### src/design/prrm_pkg.sv
package prrm_pkg;

   // operation codes
   localparam logic [1:0] OP_POST  = 2'd0;
   localparam logic [1:0] OP_MATCH = 2'd1;
   localparam logic [1:0] OP_FLUSH = 2'd2;

   // status codes
   localparam logic [1:0] STATUS_OK       = 2'd0;
   localparam logic [1:0] STATUS_NO_MATCH = 2'd1;
   localparam logic [1:0] STATUS_FULL     = 2'd2;
   localparam logic [1:0] STATUS_REJECT   = 2'd3;

   // owner resource that marks an I2C request
   localparam logic [15:0] OWNER_I2C = 16'hFFFF;

   // one table entry
   typedef struct packed {
      logic [7:0]  addr;
      logic [5:0]  netfn;
      logic [7:0]  cmd;
      logic [7:0]  seq;
      logic [15:0] owner;
   } entry_type;

   // captured request, broadcast to every cell
   typedef struct packed {
      logic [1:0]  op;
      logic [7:0]  addr;
      logic [5:0]  netfn;
      logic [7:0]  cmd;
      logic [7:0]  seq;
      logic [15:0] owner;
      logic        want_i2c;
      logic        well_formed;
   } key_type;

   // search wave handed from cell to cell, one cell per cycle
   typedef struct packed {
      logic        active;
      logic        seen_seq;
      logic        seen_any;
      logic [15:0] owner_seq;
      logic [15:0] owner_any;
   } wave_type;

   // per-cycle commands from the sequencer to the row
   typedef struct packed {
      logic post;
      logic wave_start;
      logic kill_match;
      logic use_seq;
      logic kill_flush;
      logic sort_even;
      logic sort_odd;
   } ctrl_type;

   typedef enum logic [2:0] {
      ST_IDLE,
      ST_EXEC,
      ST_WAVE,
      ST_SORT,
      ST_RESPOND
   } state_type;

endpackage

### src/design/prrm_cell.sv
module prrm_cell #(
   parameter bit ODD_POSITION = 1'b0
) (
   input  logic                clock,
   input  logic                reset,
   input  prrm_pkg::ctrl_type  ctrl,
   input  prrm_pkg::key_type   key,
   input  logic                lower_valid,
   input  logic                upper_valid,
   input  prrm_pkg::entry_type upper_entry,
   input  prrm_pkg::wave_type  wave_in,
   output logic                valid_out,
   output prrm_pkg::entry_type entry_out,
   output prrm_pkg::wave_type  wave_out
);
   import prrm_pkg::*;

   logic      valid_ff, valid_in;
   entry_type entry_ff, entry_in;
   wave_type  wave_ff, wave_in_next;
   logic      pick_seq_ff, pick_seq_in;
   logic      pick_any_ff, pick_any_in;
   logic      is_i2c, qual, qual_seq;
   logic      left_now, right_now;

   // local compare against the broadcast response
   always_comb begin
      is_i2c   = (entry_ff.owner == OWNER_I2C);
      qual     = valid_ff && (is_i2c == key.want_i2c) && (entry_ff.addr == key.addr) &&
                 (entry_ff.netfn == {key.netfn[5:1], 1'b0}) && (entry_ff.cmd == key.cmd);
      qual_seq = qual && (entry_ff.seq == key.seq);
   end

   // role in this round of the odd-even compaction
   always_comb begin
      left_now  = (ctrl.sort_even && !ODD_POSITION) || (ctrl.sort_odd && ODD_POSITION);
      right_now = (ctrl.sort_even && ODD_POSITION) || (ctrl.sort_odd && !ODD_POSITION);
   end

   // entry update: append, removal, neighbor exchange
   always_comb begin
      valid_in = valid_ff;
      entry_in = entry_ff;
      if (ctrl.post && !valid_ff && lower_valid) begin
         valid_in       = 1'b1;
         entry_in.addr  = key.addr;
         entry_in.netfn = key.netfn;
         entry_in.cmd   = key.cmd;
         entry_in.seq   = key.seq;
         entry_in.owner = key.owner;
      end
      if (ctrl.kill_match && valid_ff && (ctrl.use_seq ? pick_seq_ff : pick_any_ff)) begin
         valid_in = 1'b0;
      end
      if (ctrl.kill_flush && valid_ff && (entry_ff.owner == key.owner)) begin
         valid_in = 1'b0;
      end
      if (left_now && !valid_ff && upper_valid) begin
         valid_in = 1'b1;
         entry_in = upper_entry;
      end
      if (right_now && valid_ff && !lower_valid) begin
         valid_in = 1'b0;
      end
   end

   // search wave: first sequence hit and first plain hit, oldest first
   always_comb begin
      wave_in_next          = wave_in;
      wave_in_next.seen_seq = wave_in.seen_seq || qual_seq;
      wave_in_next.seen_any = wave_in.seen_any || qual;
      if (qual_seq && !wave_in.seen_seq) begin
         wave_in_next.owner_seq = entry_ff.owner;
      end
      if (qual && !wave_in.seen_any) begin
         wave_in_next.owner_any = entry_ff.owner;
      end
      pick_seq_in = wave_in.active ? (qual_seq && !wave_in.seen_seq) : pick_seq_ff;
      pick_any_in = wave_in.active ? (qual && !wave_in.seen_any) : pick_any_ff;
   end

   always_ff @(posedge clock) begin
      if (reset) begin
         valid_ff <= 1'b0;
         wave_ff  <= '0;
      end else begin
         valid_ff <= valid_in;
         wave_ff  <= wave_in_next;
      end
   end

   always_ff @(posedge clock) begin
      entry_ff    <= entry_in;
      pick_seq_ff <= pick_seq_in;
      pick_any_ff <= pick_any_in;
   end

   assign valid_out = valid_ff;
   assign entry_out = entry_ff;
   assign wave_out  = wave_ff;

endmodule

### src/design/prrm_seq.sv
module prrm_seq #(
   parameter int DEPTH = 16
) (
   input  logic               clock,
   input  logic               reset,
   input  logic               accept,
   input  prrm_pkg::key_type  key,
   input  logic               table_full,
   input  prrm_pkg::wave_type wave_top,
   output logic               busy,
   output prrm_pkg::ctrl_type ctrl,
   output logic               rsp_valid,
   output logic [1:0]         rsp_status,
   output logic [15:0]        rsp_owner
);
   import prrm_pkg::*;

   localparam int CNT_W = (DEPTH > 1) ? $clog2(DEPTH) : 1;
   localparam logic [CNT_W-1:0] SORT_LAST = CNT_W'(DEPTH - 1);

   state_type        state_ff, state_in;
   logic [CNT_W-1:0] count_ff, count_in;
   logic [1:0]       status_ff, status_in;
   logic [15:0]      owner_ff, owner_in;
   logic             found;

   assign found = wave_top.seen_seq || wave_top.seen_any;

   // next state
   always_comb begin
      state_in = state_ff;
      case (state_ff)
         ST_IDLE: begin
            if (accept) state_in = ST_EXEC;
         end
         ST_EXEC: begin
            case (key.op)
               OP_MATCH: state_in = ST_WAVE;
               OP_FLUSH: state_in = ST_SORT;
               default:  state_in = ST_RESPOND;
            endcase
         end
         ST_WAVE: begin
            if (wave_top.active) state_in = found ? ST_SORT : ST_RESPOND;
         end
         ST_SORT: begin
            if (count_ff == SORT_LAST) state_in = ST_RESPOND;
         end
         ST_RESPOND: state_in = ST_IDLE;
         default:    state_in = ST_IDLE;
      endcase
   end

   // outputs and result bookkeeping
   always_comb begin
      ctrl      = '0;
      count_in  = count_ff;
      status_in = status_ff;
      owner_in  = owner_ff;
      rsp_valid = 1'b0;
      case (state_ff)
         ST_EXEC: begin
            status_in = STATUS_OK;
            owner_in  = '0;
            count_in  = '0;
            case (key.op)
               OP_POST: begin
                  if (!key.well_formed) begin
                     status_in = STATUS_REJECT;
                  end else if (table_full) begin
                     status_in = STATUS_FULL;
                  end else begin
                     ctrl.post = 1'b1;
                  end
               end
               OP_MATCH: ctrl.wave_start = 1'b1;
               OP_FLUSH: ctrl.kill_flush = 1'b1;
               default:  ;
            endcase
         end
         ST_WAVE: begin
            if (wave_top.active) begin
               if (found) begin
                  ctrl.kill_match = 1'b1;
                  ctrl.use_seq    = wave_top.seen_seq;
                  owner_in = wave_top.seen_seq ? wave_top.owner_seq : wave_top.owner_any;
               end else begin
                  status_in = STATUS_NO_MATCH;
               end
            end
         end
         ST_SORT: begin
            ctrl.sort_even = !count_ff[0];
            ctrl.sort_odd  = count_ff[0];
            count_in       = count_ff + CNT_W'(1);
         end
         ST_RESPOND: rsp_valid = 1'b1;
         default: ;
      endcase
   end

   always_ff @(posedge clock) begin
      if (reset) begin
         state_ff <= ST_IDLE;
      end else begin
         state_ff <= state_in;
      end
   end

   always_ff @(posedge clock) begin
      count_ff  <= count_in;
      status_ff <= status_in;
      owner_ff  <= owner_in;
   end

   assign busy       = (state_ff != ST_IDLE);
   assign rsp_status = status_ff;
   assign rsp_owner  = owner_ff;

endmodule

### src/design/pending_request_response_matcher_core.sv
// Path from accepted start to the rsp_valid cycle: post and the unused op go from EXEC
// straight to RESPOND; flush runs the compaction; match runs the search wave, then on a hit
// the compaction (search wave crosses the row one cell per cycle, then the compaction rounds).
// One operation at a time: busy is high until the response cycle ends, so the next
// start is taken in the cycle after rsp_valid. The receiver cannot stall the response.
// Synchronous active-high reset empties the table and returns the sequencer to idle.
module pending_request_response_matcher_core #(
   parameter int TABLE_DEPTH = 16
) (
   input  logic               clock,
   input  logic               reset,
   input  logic               start,
   output logic               busy,
   input  logic [1:0]         req_op,
   input  logic [7:0]         req_bus_addr,
   input  logic [7:0]         req_netfn_lun,
   input  logic [7:0]         req_cmd_code,
   input  logic [7:0]         req_seq_number,
   input  logic signed [15:0] req_owner,
   input  logic               req_want_i2c,
   input  logic               req_well_formed,
   output logic               rsp_valid,
   output logic [1:0]         rsp_status,
   output logic signed [15:0] rsp_matched_owner
);
   import prrm_pkg::*;

   key_type                key_ff, key_in;
   logic                   accept;
   ctrl_type               ctrl;
   logic [TABLE_DEPTH-1:0] valid_row;
   logic [TABLE_DEPTH-1:0] lower_valid;
   logic [TABLE_DEPTH-1:0] upper_valid;
   entry_type              entry_row [TABLE_DEPTH];
   entry_type              upper_entry [TABLE_DEPTH];
   wave_type               wave_row [TABLE_DEPTH+1];
   wave_type               wave_first;
   logic [15:0]            owner_out;

   assign accept = start && !busy;

   // capture the request on transfer
   always_comb begin
      key_in = key_ff;
      if (accept) begin
         key_in.op          = req_op;
         key_in.addr        = req_bus_addr;
         key_in.netfn       = req_netfn_lun[7:2];
         key_in.cmd         = req_cmd_code;
         key_in.seq         = req_seq_number;
         key_in.owner       = req_owner;
         key_in.want_i2c    = req_want_i2c;
         key_in.well_formed = req_well_formed;
      end
   end

   always_ff @(posedge clock) begin
      key_ff <= key_in;
   end

   // wave entry point
   always_comb begin
      wave_first        = '0;
      wave_first.active = ctrl.wave_start;
   end

   assign wave_row[0] = wave_first;

   // row of cells, slot 0 holds the oldest entry
   for (genvar k = 0; k < TABLE_DEPTH; k++) begin : g_cell
      if (k == 0) begin : g_bottom
         assign lower_valid[k] = 1'b1;
      end else begin : g_lower
         assign lower_valid[k] = valid_row[k-1];
      end
      if (k == TABLE_DEPTH - 1) begin : g_top
         assign upper_valid[k] = 1'b0;
         assign upper_entry[k] = '0;
      end else begin : g_upper
         assign upper_valid[k] = valid_row[k+1];
         assign upper_entry[k] = entry_row[k+1];
      end

      prrm_cell #(
         .ODD_POSITION ((k % 2) == 1)
      ) u_cell (
         .clock       (clock),
         .reset       (reset),
         .ctrl        (ctrl),
         .key         (key_ff),
         .lower_valid (lower_valid[k]),
         .upper_valid (upper_valid[k]),
         .upper_entry (upper_entry[k]),
         .wave_in     (wave_row[k]),
         .valid_out   (valid_row[k]),
         .entry_out   (entry_row[k]),
         .wave_out    (wave_row[k+1])
      );
   end

   prrm_seq #(
      .DEPTH (TABLE_DEPTH)
   ) u_seq (
      .clock      (clock),
      .reset      (reset),
      .accept     (accept),
      .key        (key_ff),
      .table_full (valid_row[TABLE_DEPTH-1]),
      .wave_top   (wave_row[TABLE_DEPTH]),
      .busy       (busy),
      .ctrl       (ctrl),
      .rsp_valid  (rsp_valid),
      .rsp_status (rsp_status),
      .rsp_owner  (owner_out)
   );

   assign rsp_matched_owner = owner_out;

   // checks
   logic [TABLE_DEPTH-1:0] prefix_check;
   assign prefix_check = valid_row & (valid_row + TABLE_DEPTH'(1));

   a_rsp_while_busy: assert property (@(posedge clock) disable iff (reset)
      rsp_valid |-> busy) else $error("response outside an operation");

   a_busy_after_transfer: assert property (@(posedge clock) disable iff (reset)
      accept |=> busy && !rsp_valid) else $error("no work after request transfer");

   a_packed_on_rsp: assert property (@(posedge clock) disable iff (reset)
      rsp_valid |-> (prefix_check == '0)) else $error("table not compacted at response");

   a_wave_only_when_busy: assert property (@(posedge clock) disable iff (reset)
      wave_row[TABLE_DEPTH].active |-> busy) else $error("search wave while idle");

endmodule
### config.mk
export PLATFORM = sky130hd
export DESIGN_NAME = pending_request_response_matcher_core
export DESIGN_NICKNAME = d
export VERILOG_FILES = /design/src/design/prrm_pkg.sv /design/src/design/prrm_cell.sv /design/src/design/prrm_seq.sv /design/src/design/pending_request_response_matcher_core.sv
export SDC_FILE = /design/constraint.sdc
export NUM_CORES = 2
export LEC_CHECK = 0
export BUFFER_PORTS_ARGS = -buffer_cell sky130_fd_sc_hd__buf_2
export CAP_MARGIN = 20
export CORE_ASPECT_RATIO = 1.25
export CORE_UTILIZATION = 55
export DETAILED_ROUTE_END_ITERATION = 6
export GPL_ROUTABILITY_DRIVEN = 0
export HOLD_SLACK_MARGIN = 0.08
export PLACE_DENSITY_LB_ADDON = 0.2
export SETUP_SLACK_MARGIN = 0.05
export SLEW_MARGIN = 20
export SYNTH_ARGS = -nofsm -noshare
export SYNTH_HDL_FRONTEND = slang
export SYNTH_SLANG_ARGS = --single-unit
export TNS_END_PERCENT = 10
### constraint.sdc
create_clock -name clock -period 6.85 [get_ports clock]
set_clock_uncertainty 0.05 [all_clocks]
set_input_delay 1.37 -clock clock [delete_from_list [all_inputs] [get_ports clock]]
set_output_delay 1.37 -clock clock [all_outputs]
set_load 0.02 [all_outputs]
==> summary.md <==
| Metric | Value |
|---|---|
| Number of vias per cell | `between 6 and 7` |
| Netlist Area Pre-Place | `0.0651 mm2` |
| Per-cell routed wire length | `25.4 um` |
| Final Cycle Share | `between 50 and 60%` |
| Post-synthesis register bit count | `~1.4k` |
| Hold Startpoint | `g_cell[11].u_cell.wave_out[13]` |
| LEAKAGE | `0.0236 uW` |
| # rows | `140` |
| Final ANT Viol Nets | `0` |
| CTS tree | `done` |
| Syn_area_per_cell | `~12 um2` |
| CP Max Fanout | `18` |
| CP endpoint kind | `flip-flop` |
| Crit path DAT | `approximately 4600 ps` |
| Num CTS Buffers | `~140` |
| Ys flop type | `edfxtp_1` |
| Sequential area share after synthesis | `approximately 57%` |
| Crit path top cell by count | `nand4_1` |
| Fin. Hold Viols | `0` |
| Die W | `around 310 um` |
| Post-cts hold buffer count | `0` |
| WP buf/inv | `1` |
| Max VDD drop | `about 0.00027 V` |
| Post-CTS sizing | `0` |
| Least-Margin Pin Slew | `1120 ps` |
| Max Slew Vio Count | `0` |
| Core area | `roughly 0.12 mm2` |
| CP max stage cell | `nand4_1` |
| Reg-to-reg critical path startpoint | `key_ff[45]` |
| Met3 usage | `under 10%` |
| Worst path max stage delay | `1010 ps` |
| Post-Route WL | `174 mm` |
| Largest net degree at the start of global routing | `approximately 160` |
| Tmin final | `4020 ps` |
| Die ar. | `approximately 0.12 mm2` |
| Met1 Use GR | `about 39%` |
| Worst-path clk slew | `~70 ps` |
| Worst-skew pair later-pin latency | `just under 800 ps` |
| Root buf cell | `clkbuf_16` |
| Initial antenna violation count | `4` |
| Final #Nets | `about 5.2k` |
| CP Launch Point | `key_ff[45]` |
| H-tree depth | `4` |
| Crit path cell chain | `buf_4 > xnor2_1 > nand4_1 > nor2_1 > nand4_1 > o21ai_0 > a21oi_1` |
| Crit Path Class | `flip-flop to flip-flop` |
| DRT iter0 DRCs | `just under 4k` |
| Status | `completed` |
| Crit path max-delay family | `simple AND/OR/NAND/NOR gates` |
| GR Layer Usage met2 | `47.0%` |
| Height of the die | `between 300 and 400 um` |
| Vias in the first global route | `just over 40k` |
| Number of synthesized flops with an enable pin | `840` |
| Initial Util | `55.7%` |
| Cell Pwr Density | `293 mW/mm2` |
| Area growth syn-to-layout | `8.32%` |
| WP data required | `around 7400 ps` |
| Cells after synthesis | `about 5.3k` |
| Overflow after GRT | `0` |
| Worst setup SP type | `flip-flop` |
| Max clock buf depth | `3` |
| Vias | `slightly above 40k` |
| Rel. slew slack | `25.1%` |
| Max frequency | `about 250 MHz` |
| Fin util | `60.3%` |
| HPWL Detailed | `roughly 120 mm` |
| Clock sink total | `~1.4k` |
| Overall Global Routing Usage | `roughly 29%` |
| Min-delay worst type | `flip-flop to flip-flop` |
| Layout cells sized above 1 | `between 20% and 30%` |
| # port buffers | `slightly above 70` |
| Yosys cell types | `66` |
| GRT Max-Usage Layer | `met2` |
| TritonRoute pass-1 iters | `6` |
| I/O Pins | `75` |
| Fraction of registers with async set/reset | `0%` |
| Global-route wire length before repair | `261 mm` |
| TNS Setup | `0 ps` |
| Setup violators final | `0` |
| Drt drc | `0` |
| RSZ-0062 raised after global routing | `no` |
| R2R cell count | `7` |
| Hold Path Stages | `2` |
| Syn_nets | `about 5.3k` |
| Post-CTS setup buffers | `0` |
| Max-cap viol count | `0` |
| Critical path depth | `7` |
| Synth Warn # | `0` |
==> cell families (layout without fill, tap and decap cells) <==
kind of cell | after synthesis | in the layout | share of synthesized area, %
fa+ha+maj | 5 | 5 | 0.0962
compound gates | 526 | 526 | 4.41
other cells | 0 | 2 | 0
simple gates | 1137 | 1137 | 9.12
buf+inv | 492 | 496 | 4.08
xor+xnor | 728 | 728 | 9.80
flops | 1419 | 1419 | 56.6
mux | 956 | 956 | 15.9
==> synth_stat cells (5+ instances only) <==
master | n | area [um2]
inv_1 | 48 | 180
nand2b_1 | 8 | 50.1
edfxtp_1 | 840 | 25200
o21ai_0 | 250 | 1250
buf_4 | 36 | 270
o22ai_1 | 6 | 37.5
a21oi_1 | 191 | 956
nor3b_1 | 9 | 67.6
dfxtp_1 | 579 | 11600
nand4_1 | 247 | 1550
nor4_1 | 37 | 231
or4_1 | 8 | 60.1
a311oi_1 | 7 | 61.3
o21ai_1 | 9 | 45.0
o211a_1 | 7 | 70.1
or3_1 | 17 | 106
and2_1 | 35 | 219
mux2_1 | 11 | 124
mux2i_1 | 336 | 3360
o211ai_1 | 8 | 60.1
mux2_2 | 609 | 6860
xor2_1 | 120 | 1050
ha_1 | 5 | 62.6
nand2_1 | 83 | 312
a41oi_1 | 7 | 61.3
nor3_1 | 46 | 230
a31oi_1 | 15 | 93.8
clkbuf_1 | 203 | 762
nand3_1 | 173 | 866
buf_2 | 108 | 541
nor2_1 | 398 | 1490
buf_8 | 7 | 105
nor4_4 | 6 | 128
and4b_1 | 5 | 50.1
nor4_2 | 7 | 87.6
nor2b_1 | 18 | 113
and4_1 | 11 | 96.3
xnor2_1 | 608 | 5330
a31o_2 | 9 | 78.8
nand3b_1 | 7 | 52.6
and3_1 | 9 | 56.3
buf_6 | 54 | 608
buf_1 | 30 | 113
==> tightest hold or removal path, stage by stage (launching register included) <==
cell     delay (ps)
dfxtp_1         300
mux2i_1          60
nor2_1           70
==> cell type report <==
type,count,area (um2)
diodes,2,5.00
clock buffers,199,4110
clock inverters,63,432
fillers,9353,46400
inverters,49,184
multi-input cells,3352,25700
flip-flops and latches,1419,36800
well taps,1562,1950
repair buffers,185,1240
==> path summary, 6_finish.rpt <==
check | end | slack (ps)
max | g_cell[14].u_cell.wave_out[15] | 2830
min | g_cell[12].u_cell.wave_out[13] | 400
max reg2reg | g_cell[14].u_cell.wave_out[15] | 2830
min reg2reg | g_cell[12].u_cell.wave_out[13] | 400
==> layer usage <==
layer / wire length (um) / vias to the layer above
met4: 5760 / 0
li1: - / 18700
met3: 11600 / 327
met1: 72500 / 20900
met2: 83700 / 1520
met5: 0 / -
==> state kept, by name (all words and copies together) (netlist names) <==
name                       count
g_cell.u_cell.entry_out      736
g_cell.u_cell.wave_out       560
key_ff                        50
g_cell.u_cell.pick_any_ff     16
g_cell.u_cell.pick_seq_ff     16
g_cell.u_cell.valid_out       16
u_seq.rsp_owner               16
u_seq.count_ff                 4
u_seq.state_ff                 3
u_seq.rsp_status               2
==> through the flow <==
stage          instance area (um2)  total power (uW)  setup slack, ps  instances  hold slack, ps
2_1_floorplan                65100             12300             1890       5263             371
3_3_place_gp                 65900             13100             2820       6566             389
3_5_place_dp                 65900             13100             2710       6566             398
4_1_cts                      70400             20700             2710       6828             397
5_1_grt                      70500             21300             2610       6829             410
6_report                     70500             20700             2830       6831             404
==> report_power, final <==
part           switching (uW)  internal, uW  leakage, uW  total (uW)
sequential                145          9450       0.0122        9590
clock                    3330          4340      0.00223        7670
combinational            2030          1390      0.00916        3420
total                    5500         15200       0.0236       20700
==> cell usage in the layout, fill, tap and decap left out, types with 26 or more instances in the layout <==
cell       count
and2_1        34
xor2_1       120
nand3_1      173
edfxtp_1     840
a21oi_1      191
inv_1         48
clkinv_2      26
o21ai_0      249
mux2i_1      336
buf_4        111
nor3_1        45
nand4_1      247
nor4_1        36
clkbuf_1      32
dfxtp_1      579
mux2_2       609
nor2_1       393
clkbuf_16    150
nand2_1       76
xnor2_1      608
buf_2         71
Power figures use the tool's default switching activity.
